## src/sv/wrsv_pkg.sv

```systemverilog
`timescale 1ns / 1ps

package wrsv_pkg;

  // field widths and fixed-point formats
  localparam int unsigned ITER_BITS  = 9;
  localparam int unsigned WIN_BITS   = 9;
  localparam int unsigned CMP_W      = (ITER_BITS > WIN_BITS) ? ITER_BITS : WIN_BITS;
  localparam int unsigned COORD_W    = 32;
  localparam int unsigned DIST_W     = 32;
  localparam int unsigned COEF_W     = 31;
  localparam int unsigned COEF_FRAC  = 29;
  localparam int unsigned SCALE_FRAC = 24;
  localparam int unsigned PROD_W     = COORD_W + COEF_W;
  localparam int unsigned DPROD_W    = DIST_W + COEF_W;
  localparam int unsigned ACC_W      = 64;

  // steps: three rotations then five multipliers
  localparam int unsigned NUM_ROT   = 3;
  localparam int unsigned NUM_MUL   = 5;
  localparam int unsigned NUM_STEPS = NUM_ROT + NUM_MUL;

  // configuration port
  localparam int unsigned CFG_DATA_W = 2 * COEF_W;
  localparam int unsigned CFG_IDX_W  = 3;
  localparam int unsigned WIN_DEF_W  = 6 * WIN_BITS;
  localparam int unsigned EN_LSB     = 6 * WIN_BITS;

  localparam logic signed [ACC_W-1:0] COORD_MAX =
    {{(ACC_W-COORD_W+1){1'b0}}, {(COORD_W-1){1'b1}}};
  localparam logic signed [ACC_W-1:0] COORD_MIN =
    {{(ACC_W-COORD_W+1){1'b1}}, {(COORD_W-1){1'b0}}};
  localparam logic [ACC_W-1:0] DIST_MAX = {{(ACC_W-DIST_W){1'b0}}, {DIST_W{1'b1}}};

  typedef enum logic [CFG_IDX_W-1:0] {
    REG_YZ_COEFS,
    REG_XZ_COEFS,
    REG_XY_COEFS,
    REG_WIN_ABC,
    REG_WIN_DEF,
    REG_SCALES_12,
    REG_SCALES_34,
    REG_SCALE_5
  } reg_e;

  typedef enum logic [1:0] {
    PLANE_YZ,
    PLANE_XZ,
    PLANE_XY
  } plane_e;

  typedef struct packed {
    logic signed [COORD_W-1:0] coord_x;
    logic signed [COORD_W-1:0] coord_y;
    logic signed [COORD_W-1:0] coord_z;
    logic signed [COORD_W-1:0] coord_w;
    logic [DIST_W-1:0]         dist_factor;
    logic [ITER_BITS-1:0]      iteration;
  } in_t;

  typedef struct packed {
    logic signed [COORD_W-1:0] out_x;
    logic signed [COORD_W-1:0] out_y;
    logic signed [COORD_W-1:0] out_z;
    logic signed [COORD_W-1:0] out_w;
    logic [DIST_W-1:0]         out_dist_factor;
  } out_t;

  typedef struct packed {
    logic signed [COORD_W-1:0] x;
    logic signed [COORD_W-1:0] y;
    logic signed [COORD_W-1:0] z;
    logic signed [COORD_W-1:0] w;
    logic [DIST_W-1:0]         de;
  } point_t;

  // one pipeline slot: valid, remaining step enables (lsb is the next step), point
  typedef struct packed {
    logic                 valid;
    logic [NUM_STEPS-1:0] act;
    point_t               pt;
  } stage_t;

  // round half up, arithmetic shift, saturate to a signed coordinate
  function automatic logic [COORD_W-1:0] round_sat_s(input logic signed [ACC_W-1:0] acc,
                                                     input int unsigned frac);
    logic signed [ACC_W-1:0] r;
    r = acc + ($signed(ACC_W'(1)) <<< (frac - 1));
    r = r >>> frac;
    if (r > COORD_MAX) begin
      return COORD_MAX[COORD_W-1:0];
    end else if (r < COORD_MIN) begin
      return COORD_MIN[COORD_W-1:0];
    end
    return r[COORD_W-1:0];
  endfunction

  // round half up, shift, saturate to the unsigned distance factor
  function automatic logic [DIST_W-1:0] round_sat_u(input logic [ACC_W-1:0] acc,
                                                    input int unsigned frac);
    logic [ACC_W-1:0] r;
    r = (acc + (ACC_W'(1) << (frac - 1))) >> frac;
    if (r > DIST_MAX) begin
      return DIST_MAX[DIST_W-1:0];
    end
    return r[DIST_W-1:0];
  endfunction

endpackage

```

## src/sv/wrsv_window.sv

```systemverilog
`timescale 1ns / 1ps

module wrsv_window (
  input  logic                                 clk_i,
  input  logic                                 rst_ni,
  input  logic                                 valid_i,
  input  wrsv_pkg::in_t                        word_i,
  input  logic [wrsv_pkg::CFG_DATA_W-1:0]      win_abc_i,
  input  logic [wrsv_pkg::WIN_DEF_W-1:0]       win_def_i,
  output wrsv_pkg::stage_t                     stage_o
);

  localparam int unsigned PAIR_W = 2 * wrsv_pkg::WIN_BITS;

  function automatic logic in_win(input logic [PAIR_W-1:0] pair,
                                  input logic [wrsv_pkg::CMP_W-1:0] it);
    logic [wrsv_pkg::CMP_W-1:0] lo;
    logic [wrsv_pkg::CMP_W-1:0] hi;
    lo = wrsv_pkg::CMP_W'(pair[wrsv_pkg::WIN_BITS-1:0]);
    hi = wrsv_pkg::CMP_W'(pair[PAIR_W-1:wrsv_pkg::WIN_BITS]);
    return (it >= lo) && (it < hi);
  endfunction

  logic [wrsv_pkg::CMP_W-1:0]     it;
  logic [wrsv_pkg::NUM_STEPS-1:0] en;
  logic [wrsv_pkg::NUM_STEPS-1:0] act_d;
  logic                           win_a, win_b, win_c, win_d, win_e, win_f;
  wrsv_pkg::stage_t               stage_q;

  assign it = wrsv_pkg::CMP_W'(word_i.iteration);
  assign en = win_abc_i[wrsv_pkg::EN_LSB +: wrsv_pkg::NUM_STEPS];

  assign win_a = in_win(win_abc_i[0*PAIR_W +: PAIR_W], it);
  assign win_b = in_win(win_abc_i[1*PAIR_W +: PAIR_W], it);
  assign win_c = in_win(win_abc_i[2*PAIR_W +: PAIR_W], it);
  assign win_d = in_win(win_def_i[0*PAIR_W +: PAIR_W], it);
  assign win_e = in_win(win_def_i[1*PAIR_W +: PAIR_W], it);
  assign win_f = in_win(win_def_i[2*PAIR_W +: PAIR_W], it);

  // rotations use windows a, b, c; multipliers use b through f, so b and c are shared
  assign act_d = {en[7] & win_f, en[6] & win_e, en[5] & win_d, en[4] & win_c,
                  en[3] & win_b, en[2] & win_c, en[1] & win_b, en[0] & win_a};

  always_ff @(posedge clk_i or negedge rst_ni) begin
    if (!rst_ni) begin
      stage_q <= '0;
    end else begin
      stage_q.valid <= valid_i;
      stage_q.act   <= act_d;
      stage_q.pt.x  <= word_i.coord_x;
      stage_q.pt.y  <= word_i.coord_y;
      stage_q.pt.z  <= word_i.coord_z;
      stage_q.pt.w  <= word_i.coord_w;
      stage_q.pt.de <= word_i.dist_factor;
    end
  end

  assign stage_o = stage_q;

endmodule

```

## config.mk

```make
export PLATFORM = sky130hd
export DESIGN_NAME = wrsv_window
export DESIGN_NICKNAME = d
export VERILOG_FILES = /design/src/sv/wrsv_pkg.sv /design/src/sv/wrsv_window.sv
export SDC_FILE = /design/constraint.sdc
export NUM_CORES = 1
export LEC_CHECK = 0
export BUFFER_PORTS_ARGS = -buffer_cell sky130_fd_sc_hd__buf_2
export CAP_MARGIN = 20
export CORE_AREA = 3 3 179 181
export DETAILED_ROUTE_END_ITERATION = 6
export DIE_AREA = 0 0 182 184
export SYNTH_ARGS = -nofsm -noshare
export SYNTH_HDL_FRONTEND = slang
export SYNTH_SLANG_ARGS = --single-unit
```

## constraint.sdc

```tcl
create_clock -name clk_i -period 0.88 [get_ports clk_i]
set_input_delay 0.088 -clock clk_i [delete_from_list [all_inputs] [get_ports clk_i]]
set_output_delay 0.088 -clock clk_i [all_outputs]
set_load 0.05 [all_outputs]
```

# Word-level counts from Yosys, hierarchy flattened
# Index checks and enable logic that the tools add are counted.
[op_classes] n_addsub=0 n_mul=0 n_div=0 n_lt_le_gt_ge=12 n_eq_ne=0 shifts=0 n_mux=0 bitwise_logic=8 n_reduce_logical=6
[op_table] operator="greater-or-equal comparator 9 bit" n=6
[op_table] operator="< comparator 9 bit" n=6
[op_table] operator="bitwise AND 1 bit" n=8
[op_table] operator="logical AND 1 bit" n=6
[totals] reg_bits=169 latch_bits=0 ram_bits=0 romBits=0 in_bits=288 output_inout_bits=169 elab_cells=33 n_memories=0

# Depth between registers and ports, before layout
[logic_depth] word_depth=3 mapped_depth=7 ltp_nobuf=7

# Worst setup path after synthesis
# No wires, ideal clock.
[synth_path] kind="input-to-reg" startpoint="in word_i[0] in the netlist's numbering" endpoint="reg stage_q (netlist bit stage_o[162])" setup_ns=0.119 t_arrival_ns=1.300 t_required_ns=0.761 setup_slack_ns=-0.540 stages=7 path_buffers=0 path_cell_list="inv_1 ha_1 nand2b_1 a211o_1 a221oi_2 a211oi_2 and2_1"
[synth_via] elab_chain_cells=3 word_cells_on_any_way=4 cone_classes="order compare (2); bitwise (1); reduce/logical (1)"
[synth_rtl] element="start: declaration" line_no="wrsv_window.sv:7" text="input wrsv_pkg::in_t word_i,"
[synth_rtl] element="greater-or-equal comparator 9 bit / < comparator 9 bit (equally long branches)" line_no="wrsv_window.sv:21" text="return (it >= lo) && (it < hi);"
[synth_rtl] element="logical AND 1 bit (*)" line_no="wrsv_window.sv:21"
[synth_rtl] element="bitwise AND 1 bit (*)" line_no="wrsv_window.sv:42" text="en[3] & win_b, en[2] & win_c, en[1] & win_b, en[0] & win_a};"
[synth_rtl] element="net act_d (one bit)" line_no="wrsv_window.sv:26" text="logic [wrsv_pkg::NUM_STEPS-1:0] act_d;"
[synth_rtl] element="end: declaration" line_no="wrsv_window.sv:28" text="wrsv_pkg::stage_t stage_q;"
# Mark *: on every way through the listed nets, which the timed path passes. The rest lies on a longest branch.

# Worst setup path after layout
[layout_path] startpoint="in word_i[4] in the netlist's numbering" endpoint="reg stage_q (netlist bit stage_o[161])"
# Same word-level chain as after synthesis.

==> impl_metrics.sql <==
INSERT INTO impl_metrics (metric_group, metric, value, unit) VALUES
('logic_synthesis', 'netlist_instances', '499', ''),
('clocking', 'ctsHtreeMaxLevel', '4', ''),
('drt', 'drt_wl_total', '29200', 'µm'),
('logic_synthesis', 'net_count_after_synthesis', '889', ''),
('power_and_ir_drop', 'seq_power_share', '39.6', '%'),
('place', 'place.gp.congestion', '0.859', ''),
('outcome', 'violations', 'negative setup slack', ''),
('clocking', 'numCtsBuffers', '17', ''),
('place', 'detailed_place_hpwl', '22400', 'µm'),
('drt', 'viasPerCell', '4.06', ''),
('sta', 'fin_setup_tns', '-31.38', 'ns'),
('drt', 'detailedRoute.firstIterationViolations', '207', ''),
('clocking', 'cts_buffer_depth', '2', ''),
('power_and_ir_drop', 'power_density', '1560', 'nW/µm²'),
('sta', 'setup_slack', '-0.318', 'ns'),
('outcome', 'status', 'finished, violations left', ''),
('logic_synthesis', 'synth_edf_count', '0', ''),
('logic_synthesis', 'synth_area', '6800', 'µm²'),
('clocking', 'clock_tree_from_tritoncts', 'done', ''),
('sta', 'grt_setup_unrepaired', 'true', ''),
('finish', 'post-route-cell-area', '13600', 'µm²'),
('power_and_ir_drop', 'power_share_of_the_combinational_group', '25.4', '%'),
('logic_synthesis', 'synthFlopType', 'sky130_fd_sc_hd__dfrtp_1', ''),
('clocking', 'clock-root-buffer', 'sky130_fd_sc_hd__clkbuf_16', ''),
('sta', 'hold_viol_final', '0', ''),
('finish', 'finish.cell_count_without_fillers', '1611', ''),
('grt', 'grt_start_max_net_pins', '35', ''),
('grt', 'grt_pass1_wl', '43000', 'µm'),
('setup_path', 'crit_arrival', '1.53', 'ns'),
('setup_path', 'worstSetupEndpointType', 'register', ''),
('finish', 'layout_fillers', '2783', ''),
('place', 'pre_cts_slack', '-0.904', 'ns'),
('flow_run', 'maxCapViolations', '0', ''),
('sta', 'tightest_slew', '0.327', 'ns'),
('finish', 'register_area', '4230', 'µm²'),
('power_and_ir_drop', 'power.switching_fraction', '32.0', '%'),
('grt', 'antenna_found_initial', '12', ''),
('sta', 'setup_viol_count_final', '177', ''),
('grt', 'grt_overflow', '0', ''),
('setup_path', 'worstSetupPathType', 'in2reg', ''),
('floorplan', 'fp_rows', '64', ''),
('setup_path', 'cp_data_required_time', '1.21', 'ns'),
('floorplan', 'initial_utilization', '22.2', '%'),
('logic_synthesis', 'ys_seq_elements', '169', ''),
('place', 'place.detailed.instances', '1396', ''),
('grt', 'grt_usage', '17.1', '%'),
('finish', 'max_reg_flops', '169', ''),
('place', 'placed_cell_area', '10000', 'µm²'),
('drt', 'route.detailed.drc', '0', ''),
('floorplan', 'core_box_area', '30600', 'µm²'),
('drt', 'via_count', '6546', ''),
('power_and_ir_drop', 'intPower', '14.4', 'mW'),
('power_and_ir_drop', 'switching_power', '6.78', 'mW'),
('logic_synthesis', 'yosys.area.top_type_share', '62.2', '%'),
('grt', 'first_global_vias', '7412', ''),
('logic_synthesis', 'synth_area_per_cell', '13.6', 'µm²'),
('drt', 'avgRoutedWirePerCell', '18.1', 'µm'),
('power_and_ir_drop', 'report.power.total', '21.2', 'mW'),
('finish', 'layout-drive-gt1-share', '47.5', '%'),
('logic_synthesis', 'async_set_or_reset_register_ratio_after_synthesis', '100', '%'),
('setup_path', 'critPathLaunchType', 'input port', ''),
('drt', 'antenna_violating_nets_post_route', '0', ''),
('power_and_ir_drop', 'p_leak', '7.08', 'nW'),
('place', 'io_buffer_count', '456', ''),
('finish', 'final_nets', '1582', ''),
('logic_synthesis', 'synthDistinctLibCells', '29', ''),
('finish', 'area_growth', '99.7', '%'),
('logic_synthesis', 'yosysWarningCount', '0', ''),
('hold_path', 'hold_path_depth', '4', ''),
('power_and_ir_drop', 'power.ir.vdd_worst', '1.20', 'mV'),
('sta', 'min_period', '1.20', 'ns');
[metrics by stage]
step                      hold slack [ns]  util, %
after detailed placement           0.0228     32.8
after CTS                        0.000191     44.3
after floorplan                    -0.208        -
after global routing               0.0220     44.4
final                              0.0351     44.4
after global placement             0.0242     32.8
[logic make-up after synthesis]
kind of cell	share of synthesized area, %
buf+inv	5.63
simple gates	4.49
flops	62.2
compound gates	8.97
fa+ha+maj	18.8
[layout by cell type, fill, tap and decap left out, drive strengths merged, types with 4 or more instances in the layout]
master       netlist  final
a211o              5      5
a211oi             8      8
a21o              15     15
a21oi             16     16
a221oi             8      8
and2               4      4
and4               6      6
buf                0    502
clkbuf             0     19
clkinv             0      5
dfrtp            169    169
diode              0     10
dlygate4sd3        0    170
ha               102    102
inv              102    109
nand2              7      7
nand2b            11     11
nand3              5      5
nand4              5      5
nor2               6      6
o2111ai            5      5
o21ai              9      9
[worst max-delay path: stages]
cell	delay [ns]
sky130_fd_sc_hd__buf_2	0.25
sky130_fd_sc_hd__ha_1	0.30
sky130_fd_sc_hd__a21oi_1	0.19
sky130_fd_sc_hd__o221ai_1	0.15
sky130_fd_sc_hd__a221oi_2	0.34
sky130_fd_sc_hd__a211oi_2	0.06
sky130_fd_sc_hd__and2_1	0.15
[worst paths after layout]
path	startpoint	to	slack, ns
min in group asynchronous	rst_ni	stage_o[120]	0.13
setup / recovery	word_i[4]	stage_o[161]	-0.32
max in group asynchronous	rst_ni	stage_o[122]	0.22
hold / removal	win_def_i[17]	stage_o[165]	0.04
[cells in the mapped netlist (all sizes together) (2+ instances only)]
cell / instances
a211oi: 8
ha: 102
o211ai: 2
a21oi: 16
a21o: 15
nand4: 5
o21ai: 9
o21bai: 3
nand2b: 11
nand2: 7
inv: 102
a211o: 5
nand3: 5
dfrtp: 169
a221oi: 8
and2: 4
o2111ai: 5
nor2: 6
nand4b: 3
and4: 6
o221ai: 2
nor2b: 2
[per-layer routing]
layer / track usage [%] / wire (µm) / vias up
met5: 0 / 42 / -
met4: 6.19 / 614 / 6
met3: 4.55 / 1900 / 37
met2: 30.9 / 15400 / 294
met1: 19.4 / 11300 / 3125
li1: - / - / 3084
[area by class of cell]
cell class / instances / area share [%]
diodes: 10 / 0.184
clock buffers: 17 / 3.13
clock inverters: 15 / 1.22
inverters: 102 / 2.85
multi-input cells: 228 / 17.5
flip-flops and latches: 169 / 31.1
well taps: 396 / 3.65
repair buffers: 674 / 40.4
[power groups by stage]
| stage | sequential, mW | combinational [mW] | clock (mW) |
|---|---|---|---|
| after floorplan | 9.90 | 0.857 | 0 |
| after global placement | 8.42 | 4.11 | 0 |
| after detailed placement | 8.43 | 4.17 | 0 |
| after CTS | 8.38 | 5.41 | 7.69 |
| after global routing | 8.43 | 5.80 | 8.01 |
| final | 8.40 | 5.40 | 7.43 |
[timing repair]
item	in CTS	in global routing
setup buffers	3	0
gates resized for setup	361	1
endpoints found under the setup margin	177	177
endpoints found under the hold margin	338	0
hold buffers	170	0
pin swaps	13	11
(Power assumes the default switching activity.)
